--- src/hdl/tcpc_pkg.sv ---
`default_nettype none
// shared types and constants of the tolerant color palette collector
package tcpc_pkg;

	localparam int ENTRIES = 8;
	localparam int IDX_W = $clog2(ENTRIES);
	localparam int CNT_W = $clog2(ENTRIES + 1);
	localparam int CHAN_W = 8;
	localparam int TOL_W = 9;
	localparam logic [TOL_W-1:0] TOL_RESET = TOL_W'(16);

	typedef struct packed {
		logic [CHAN_W-1:0] red;
		logic [CHAN_W-1:0] green;
		logic [CHAN_W-1:0] blue;
		logic              restart;
	} pixel_t;

	typedef struct packed {
		logic [2:0] slot;
		logic       is_new;
		logic       overflow;
		logic [3:0] fill_count;
	} result_t;

	typedef struct packed {
		logic [CHAN_W-1:0] red;
		logic [CHAN_W-1:0] green;
		logic [CHAN_W-1:0] blue;
	} color_t;

	typedef struct packed {
		logic             valid;
		logic             clear;
		logic             write;
		logic [IDX_W-1:0] index;
		color_t           color;
		logic [CNT_W-1:0] count;
	} update_t;

endpackage
`default_nettype wire

--- src/hdl/tcpc_store.sv ---
`default_nettype none
// palette storage: used marks, stored colors and entry count
module tcpc_store (
	input  wire logic                          clk,
	input  wire logic                          arst_n,
	input  wire tcpc_pkg::update_t             upd,
	output logic [tcpc_pkg::ENTRIES-1:0]       used,
	output tcpc_pkg::color_t                   colors [tcpc_pkg::ENTRIES],
	output logic [tcpc_pkg::CNT_W-1:0]         count
);

	logic [tcpc_pkg::ENTRIES-1:0] used_q;
	tcpc_pkg::color_t             color_q [tcpc_pkg::ENTRIES];
	logic [tcpc_pkg::CNT_W-1:0]   count_q;
	logic [tcpc_pkg::ENTRIES-1:0] used_next;

	always_comb begin
		used_next = upd.clear ? '0 : used_q;
		if (upd.write) begin
			used_next[upd.index] = 1'b1;
		end
	end

	always_ff @(posedge clk or negedge arst_n) begin
		if (!arst_n) begin
			used_q  <= '0;
			count_q <= '0;
		end else if (upd.valid) begin
			used_q  <= used_next;
			count_q <= upd.count;
		end
	end

	always_ff @(posedge clk) begin
		if (upd.valid && upd.write) begin
			color_q[upd.index] <= upd.color;
		end
	end

	assign used   = used_q;
	assign colors = color_q;
	assign count  = count_q;

endmodule
`default_nettype wire

--- src/hdl/tcpc_match.sv ---
`default_nettype none
// parallel tolerance compare, first-match and first-free pick, result build
module tcpc_match (
	input  wire tcpc_pkg::pixel_t              pix,
	input  wire logic                          pix_valid,
	input  wire logic [tcpc_pkg::ENTRIES-1:0]  used,
	input  wire tcpc_pkg::color_t              colors [tcpc_pkg::ENTRIES],
	input  wire logic [tcpc_pkg::CNT_W-1:0]    count,
	input  wire logic [tcpc_pkg::TOL_W-1:0]    tol,
	output tcpc_pkg::update_t                  upd,
	output tcpc_pkg::result_t                  res
);

	logic [tcpc_pkg::ENTRIES-1:0] used_eff;
	logic [tcpc_pkg::ENTRIES-1:0] hit;
	logic [tcpc_pkg::CNT_W-1:0]   count_eff;
	logic [tcpc_pkg::CNT_W-1:0]   count_next;
	logic [tcpc_pkg::IDX_W-1:0]   hit_idx;
	logic [tcpc_pkg::IDX_W-1:0]   free_idx;
	logic [tcpc_pkg::IDX_W-1:0]   slot_idx;
	logic                         found;
	logic                         has_free;
	logic                         store_new;

	function automatic logic chan_close(input logic [tcpc_pkg::CHAN_W-1:0] a,
		input logic [tcpc_pkg::CHAN_W-1:0] b, input logic [tcpc_pkg::TOL_W-1:0] t);
		logic [tcpc_pkg::CHAN_W-1:0] d;
		d = (a > b) ? (a - b) : (b - a);
		return tcpc_pkg::TOL_W'(d) < t;
	endfunction

	assign used_eff  = pix.restart ? '0 : used;
	assign count_eff = pix.restart ? '0 : count;

	always_comb begin
		for (int i = 0; i < tcpc_pkg::ENTRIES; i++) begin
			hit[i] = used_eff[i]
				&& chan_close(pix.red,   colors[i].red,   tol)
				&& chan_close(pix.green, colors[i].green, tol)
				&& chan_close(pix.blue,  colors[i].blue,  tol);
		end
	end

	// lowest index wins
	always_comb begin
		hit_idx  = '0;
		free_idx = '0;
		for (int i = tcpc_pkg::ENTRIES - 1; i >= 0; i--) begin
			if (hit[i]) begin
				hit_idx = tcpc_pkg::IDX_W'(i);
			end
			if (!used_eff[i]) begin
				free_idx = tcpc_pkg::IDX_W'(i);
			end
		end
	end

	assign found     = |hit;
	assign has_free  = ~&used_eff;
	assign store_new = !found && has_free;
	assign count_next = store_new ? count_eff + tcpc_pkg::CNT_W'(1) : count_eff;

	always_comb begin
		if (found) begin
			slot_idx = hit_idx;
		end else if (has_free) begin
			slot_idx = free_idx;
		end else begin
			slot_idx = '0;
		end
	end

	always_comb begin
		upd.valid     = pix_valid;
		upd.clear     = pix.restart;
		upd.write     = store_new;
		upd.index     = free_idx;
		upd.color.red   = pix.red;
		upd.color.green = pix.green;
		upd.color.blue  = pix.blue;
		upd.count     = count_next;

		res.slot        = 3'(slot_idx);
		res.is_new      = store_new;
		res.overflow    = !found && !has_free;
		res.fill_count  = 4'(count_next);
	end

endmodule
`default_nettype wire

--- src/hdl/tolerant_color_palette_collector_core.sv ---
`default_nettype none
// top level of the tolerant color palette collector
//
// channel   | handshake                 | payload
// ----------+---------------------------+------------------------------
// pixel in  | start, busy (always low)  | pixel: red, green, blue, restart
// result    | done strobe, one cycle    | result: slot, is_new, overflow, fill_count
// config    | cfg_valid, cfg_ready      | cfg_data: match_tolerance
//
// one pixel per cycle; a result passes from its start through the input
// register, then the result register, set by the single compare pass
// against all palette entries and the palette update at the same edge
// reset clears the palette, the count and sets match_tolerance to 16
// the receiver cannot stall; results are strobed once and not held
module tolerant_color_palette_collector_core (
	input  wire logic                         clk,
	input  wire logic                         arst_n,
	input  wire logic                         start,
	output logic                              busy,
	input  wire tcpc_pkg::pixel_t             pixel,
	output logic                              done,
	output tcpc_pkg::result_t                 result,
	input  wire logic                         cfg_valid,
	output logic                              cfg_ready,
	input  wire logic [tcpc_pkg::TOL_W-1:0]   cfg_data
);

	tcpc_pkg::pixel_t             pix_s1;
	logic                         valid_s1;
	tcpc_pkg::result_t            res_s2;
	logic                         valid_s2;
	logic [tcpc_pkg::TOL_W-1:0]   tol_q;

	tcpc_pkg::update_t            upd;
	tcpc_pkg::result_t            res;
	logic [tcpc_pkg::ENTRIES-1:0] used;
	tcpc_pkg::color_t             colors [tcpc_pkg::ENTRIES];
	logic [tcpc_pkg::CNT_W-1:0]   count;

	assign busy      = 1'b0;
	assign cfg_ready = 1'b1;

	always_ff @(posedge clk or negedge arst_n) begin
		if (!arst_n) begin
			tol_q    <= tcpc_pkg::TOL_RESET;
			valid_s1 <= 1'b0;
			valid_s2 <= 1'b0;
		end else begin
			if (cfg_valid && cfg_ready) begin
				tol_q <= cfg_data;
			end
			valid_s1 <= start && !busy;
			valid_s2 <= valid_s1;
		end
	end

	always_ff @(posedge clk) begin
		if (start && !busy) begin
			pix_s1 <= pixel;
		end
		if (valid_s1) begin
			res_s2 <= res;
		end
	end

	tcpc_match u_match (
		.pix       (pix_s1),
		.pix_valid (valid_s1),
		.used      (used),
		.colors    (colors),
		.count     (count),
		.tol       (tol_q),
		.upd       (upd),
		.res       (res)
	);

	tcpc_store u_store (
		.clk    (clk),
		.arst_n (arst_n),
		.upd    (upd),
		.used   (used),
		.colors (colors),
		.count  (count)
	);

	assign done   = valid_s2;
	assign result = res_s2;

endmodule
`default_nettype wire
--- config.mk ---
export PLATFORM = sky130hd
export DESIGN_NAME = tolerant_color_palette_collector_core
export DESIGN_NICKNAME = d
export VERILOG_FILES = /design/src/hdl/tcpc_pkg.sv /design/src/hdl/tcpc_store.sv /design/src/hdl/tcpc_match.sv /design/src/hdl/tolerant_color_palette_collector_core.sv
export SDC_FILE = /design/constraint.sdc
export NUM_CORES = 1
export LEC_CHECK = 0
export BUFFER_PORTS_ARGS = -buffer_cell sky130_fd_sc_hd__buf_2
export CAP_MARGIN = 40
export CORE_MARGIN = 2
export CORE_UTILIZATION = 25
export CTS_CLUSTER_DIAMETER = 100
export DETAILED_ROUTE_END_ITERATION = 10
export PLACE_DENSITY = 0.44
export SYNTH_ARGS = -nofsm -noshare
export SYNTH_HDL_FRONTEND = slang
export SYNTH_HIERARCHICAL = 1
export SYNTH_SLANG_ARGS = --single-unit
export TNS_END_PERCENT = 100
--- constraint.sdc ---
create_clock -name clk -period 6.8 [get_ports clk]
set_input_delay 0.34 -clock clk [delete_from_list [all_inputs] [get_ports clk]]
set_output_delay 0.34 -clock clk [all_outputs]
set_load 0.005 [all_outputs]
* Word-level counts from Yosys, hierarchy flattened
Index checks and enable logic that the tools add are counted.
Cells by class: add/subtract/negate cells 49, multipliers 0, div/mod/pow operators 0, magnitude comparators 52, equal/unequal tests 0, shifts and indexed selects 0, muxes and demuxes 51, bitwise operators 2, reduce and logical (&&, ||, !) cells 33
Operators with widths (number):
- subtractor 8 bit | 48
- < comparator 8 x 9 -> 1 bit | 24
- 2-to-1 mux 8 bit | 26
- bitwise mux 192 bit | 1
- > comparator 8 bit | 24
- demux 24 bit (select 3 bit) | 1
- 2-to-1 mux 3 bit | 18
- logical AND 1 bit | 29
- 2-to-1 mux 24 bit | 1
- 2-to-1 mux 4 bit | 2
- OR 8 bit | 1
- AND reduction 8 bit | 1
- OR reduction 8 bit | 1
- adder 4 x 1 -> 4 bit, second input constant | 1
- >= comparator 4 bit, second input constant | 1
- < comparator 3 x 4 -> 1 bit, second input constant | 1
- < comparator 4 x 1 -> 1 bit, second input constant | 1
- inverter 3 -> 4 bit | 1
- demux 1 bit (select 3 bit) | 1
- >= comparator 3 x 1 -> 1 bit, second input constant | 1
- logical NOT 1 bit | 2
- 2-to-1 mux 1 bit | 1
Word-level totals: register bits after elaboration 249, bits in latches 0, bits in writable memories 0, memory bits (read-only) 0, bits of input ports 38, logic and storage cells 224, memories kept 0

* Depth between registers and ports, before layout
word-level depth 15, depth in mapped cells 24, mapped depth without buffers 22

* Cells and area by module
Netlist, hierarchy kept.
By module, submodules not included:
- tcpc_match | times used 1, cells each 2420, area an instance 18990.7 um2
- tcpc_store | times used 1, cells each 232, area an instance 6306.0 um2
- tolerant_color_palette_collector_core | times used 1, cells each 59, area an instance 1466.4 um2

* Worst setup path before layout
No wires, ideal clock.
path kind register -> register, start reg pix_s1[17] in the netlist's numbering, end reg u_store.color_q (netlist bit u_store/colors[100]) (enable), arrival 5851 ps, data required time 6395 ps, path slack 544 ps, stages on the path, launching flop included 24, buffers on the path 1, cells stage by stage edfxtp_1 > inv_1 > ha_1 > inv_1 > fa_1 > nand3_1 > a21oi_1 > o32ai_1 > mux2_2 > o31ai_1 > a21boi_0 > nor4_1 > nor3_1 > ha_1 > and4b_4 > a32oi_1 > nand4_1 > and4bb_2 > a22oi_2 > and3_4 > nor3b_4 > buf_4 > nand3_4 > nor2_1
On the way: word-level cells in the longest chain between the ends 10
RTL lines:
- start, declared | line tolerant_color_palette_collector_core.sv:28 | tcpc_pkg::pixel_t pix_s1;
- start signal, assigned | line tolerant_color_palette_collector_core.sv:59 | pix_s1 <= pixel;
- subtractor 8 bit / > comparator 8 bit (equally long branches) | line tcpc_match.sv:28 | d = (a > b) ? (a - b) : (b - a);
- 2-to-1 mux 8 bit | line tcpc_match.sv:28
- < comparator 8 x 9 -> 1 bit | line tcpc_match.sv:29 | return tcpc_pkg::TOL_W'(d) < t;
- logical AND 1 bit | line tcpc_match.sv:38 | && chan_close(pix.red, colors[i].red, tol)
- logical AND 1 bit | line tcpc_match.sv:39 | && chan_close(pix.green, colors[i].green, tol)
- logical AND 1 bit | line tcpc_match.sv:40 | && chan_close(pix.blue, colors[i].blue, tol);
- OR reduction 8 bit * | line tcpc_match.sv:58 | assign found = |hit;
- logical NOT 1 bit * | line tcpc_match.sv:60 | assign store_new = !found && has_free;
- logical AND 1 bit * | line tcpc_match.sv:60
- via u_match.store_new | line tcpc_match.sv:23 | logic store_new;
- logical AND 1 bit * | line tcpc_store.sv:35 | if (upd.valid && upd.write) begin
- end signal, assigned by index | line tcpc_store.sv:36 | color_q[upd.index] <= upd.color;
- end, declared | line tcpc_store.sv:13 | tcpc_pkg::color_t color_q [tcpc_pkg::ENTRIES];
The timed path passes the listed nets; every way through them passes the cells marked *. A chain may end at the register's enable or synchronous reset.

==> flow_summary.yaml <==
setup_path:
  ff2ff_path_depth: 23
  rr_startpoint: "pix_s1[17]$_DFFE_PP_"
  slowest_delay_ps: 470
  critPathArrivalTime_ps: 6580
  reg2reg_to: "u_store/colors[117]$_DFFE_PP_"
  cp.required_ps: 7050
  path_common_cell: "inv_1"
  path_class: "register to register"
  critPathLaunchType: "register"
  path_cells: "inv_1 > ha_1 > inv_1 > fa_1 > nand3_1 > a21oi_1 > o32ai_1 > mux2_2 > o31ai_1 > a21boi_0 > o2111a_1 > nor3_1 > ha_1 > inv_1 > nor3_1 > nand3_1 > o22ai_1 > or4b_4 > and3_4 > nor3b_4 > nand3_4 > nor2_2 > buf_12"
  end_kind: "register"
  ff2ff_setup_slack_ps: 470
  crit_slowest_cell: "o22ai_1"
  critPathMaxFanout: 16
cts:
  cts_setup_buffers: 0
  clk_pin_slew_ps: 50
  cts.sinks: 249
  cts.path.max_buffers: 3
  htreeDepth: 2
  cts_tree: "built"
  numCtsBuffers: 37
  clock_latency_ps: 570
  cts-root-buf: "clkbuf_16"
synthesis:
  yosys_warnings: 6
  syn_area_per_cell_sq_um: 9.87
  synth_ff_type: "edfxtp_1"
  yosysSeqAreaShare_pct: 27.5
  syn_area_sq_um: 26800
  synth_nets: 3326
  ys_types: 90
  synthArstFlopShare_pct: 9.24
  ys_ff_latch: 249
  netlist_instances: 2711
  synth_edf_count: 226
pwr:
  p_leak_nw: 13.8
  peakVddDrop_mv: 0.191
  p_sw_share_pct: 39.2
  clkPwrFrac_pct: 26.5
  power_density_nw_per_um2: 236
  finalPower_w: 0.00723
  switchingPower_w: 0.00283
  seqPwrFrac_pct: 27.4
  p_int_w: 0.00439
  pwr-share-comb_pct: 46.1
floorplan:
  num_io_pins: 50
  initial_core_util_pct: 25.1
  dieArea_sq_um: 110000
  die_w_microns: 331
  num_rows: 120
  core_sq_um: 107000
  die_h_microns: 331
timing:
  rsz0062_at_grt: "no"
  hold-worst-slack_ps: 29.6
  tightestPinTransition_ps: 853
  finalCriticalPeriod_ps: 6330
  max_freq_mhz: 158
  fin_crit_sh_pct: 93.1
  setup_violations: 0
  slew_violations: 0
  hold_viol: 0
  slew_headroom_pct: 42.7
  setup_ws_ps: 472
  tns_ps: 0
  finClkSkew_ps: 28.9
routing:
  met3_length_microns: 3150
  wl_microns: 82600
  wl_per_cell_microns: 19.3
  wl_met1_microns: 39200
  vias_per_cell: 4.71
  highest_layer: "met4"
  drc: 0
  firstDrtPassIters: 5
  met2WireLength_microns: 37900
  num_vias: 20100
  drt-initial-drc-count: 1180
  antenna_left: 0
layout:
  final_core_util_pct: 28.8
  syn2layout_area_growth_pct: 14.6
  drive_gt1_share_pct: 11.4
  final_nets: 3459
  fillers: 11300
placement:
  io_buffer_count: 47
  hpwl_microns: 62300
  place_ws_ps: 481
  gp_congestion: 0.863
global_route:
  antenna_found_initial: 3
  grt_max_degree: 25
  grt_pass1_vias: 20300
  grt_overflow_total: 0
  grt_pass1_wl_microns: 124000
  grt_use_total_pct: 15.0
worst_hold_path:
  hp-class: "primary input to register"
  min_to: "pix_s1[22]$_DFFE_PP_"
  worstHoldStart: "pixel[22]"
  hold_depth: 1
job:
  drv_cap: 0
run_status:
  outcome: "completed"
critical path, delay by kind of cell (launching register included):
family	cells	cell delay, ps
DFF	1	380
adders and majority gates	3	830
muxes	1	400
AOI/OAI and AO/OA	6	1600
buffers and inverters	4	630
and+or+nand+nor	9	2160
metrics by stage:
stage	instances	area, sq um
6_report	4274	30700
3_3_place_gp	4173	29100
3_5_place_dp	4175	29100
4_1_cts	4272	30700
2_1_floorplan	2711	26800
5_1_grt	4273	30700
worst max-delay path by stage:
stage	startpoint	end	slack (ps)	cells after the start
finish	pix_s1[17]$_DFFE_PP_	u_store/colors[117]$_DFFE_PP_	470	23
CTS	pix_s1[17]$_DFFE_PP_	u_store/colors[117]$_DFFE_PP_	460	23
detailed placement	pix_s1[17]$_DFFE_PP_	u_store/colors[99]$_DFFE_PP_	480	23
global route	pix_s1[17]$_DFFE_PP_	u_store/colors[117]$_DFFE_PP_	30	23
global placement	pix_s1[17]$_DFFE_PP_	u_store/colors[99]$_DFFE_PP_	430	23
floorplan	pix_s1[17]$_DFFE_PP_	u_store/colors[100]$_DFFE_PP_	540	23
synthesized netlist by cell type, types with 14 or more instances:
cell      number  area (sq um)
a211oi_1      21           158
xnor2_1       84           736
nor3_1        53           265
buf_4         35           263
nor2b_1       18           113
buf_2         25           125
nor4_1        15          93.8
a211o_1       17           149
a21oi_1      180           901
o211ai_1      21           158
edfxtp_1     226          6790
o2111a_1      15           169
mux2i_1      102          1020
mux2_2        64           721
mux2_4        14           210
o21a_1        60           450
o32ai_1       15           131
dfrtp_1       22           551
clkbuf_1      22          82.6
nor2_1       104           390
o22ai_1       17           106
nand2_1      150           563
fa_1          48           961
ha_1         529          6620
and2_1        18           113
o21ai_0       86           430
xor2_1        46           403
nand3_1       38           190
a21o_1        48           360
inv_1        349          1310
a21boi_0      21           158
o31ai_1       17           128
nand4_1       58           363
repair_timing:
action	in CTS	in global routing
hold buffers	32	1
hold endpoints to repair	53	1
resized for setup	0	0
endpoints found under the setup margin	0	0
flip-flops by register name (all words and copies together), names as in the netlist:
signal / cells
u_store/count: 4
result: 9
tol_q: 9
valid_s1: 1
done: 1
pix_s1: 25
u_store/colors: 192
u_store/used: 8
placed cells by master, fill, tap and decap left out, drive strengths merged, types with 32 or more instances in the layout:
master | Yosys | routed
o21ai | 95 | 95
a21oi | 180 | 180
o21a | 60 | 60
mux2 | 78 | 78
fa | 48 | 48
xnor2 | 84 | 84
edfxtp | 226 | 226
nand3 | 39 | 39
ha | 529 | 529
a21boi | 32 | 32
xor2 | 46 | 46
dlygate4sd3 | 0 | 33
nand4 | 59 | 59
nor2 | 104 | 104
a21o | 48 | 48
buf | 63 | 152
clkbuf | 28 | 47
mux2i | 102 | 102
nor3 | 53 | 53
nand2 | 151 | 151
inv | 349 | 351
logic make-up (layout without fill, tap and decap cells):
family                     count (synthesis)  count (layout)  synth area share (%)
other                                      2               3                0.0281
AOI/OAI and AO/OA                        619             619                  15.9
xor gates and xnor gates                 130             130                  4.25
and+or+nand+nor                          514             514                  9.79
DFF                                      249             249                  27.5
buffers and inverters                    440             599                  6.89
muxes                                    180             180                  7.29
adders and majority gates                577             577                  28.3
power groups by stage:
stage / Clock [W] / Combinational, W / Sequential, W
2_1_floorplan: 0 / 0.00236 / 0.00196
3_3_place_gp: 0 / 0.00332 / 0.00201
3_5_place_dp: 0 / 0.00332 / 0.00201
4_1_cts: 0.00198 / 0.00336 / 0.00198
5_1_grt: 0.00204 / 0.00375 / 0.00200
6_report: 0.00191 / 0.00333 / 0.00198
cell type report:
cell class	instances	area [sq um]	share of cell area, %
Antenna cell	1	2.50	0.00816
Tap cell	1403	1760	5.72
Timing Repair Buffer	185	1460	4.76
Multi-Input combinational cell	2022	17600	57.3
Sequential cell	249	7360	24.0
Inverter	349	1310	4.27
Clock inverter	18	143	0.465
Clock buffer	47	1050	3.41
routing by layer:
metal	global-route usage [%]	vias to the layer above
met5	0	-
met3	1.77	117
met2	24.6	372
met1	20.5	9615
met4	4.26	0
li1	-	10000
Note: power is estimated with default switching activity, not from simulation.
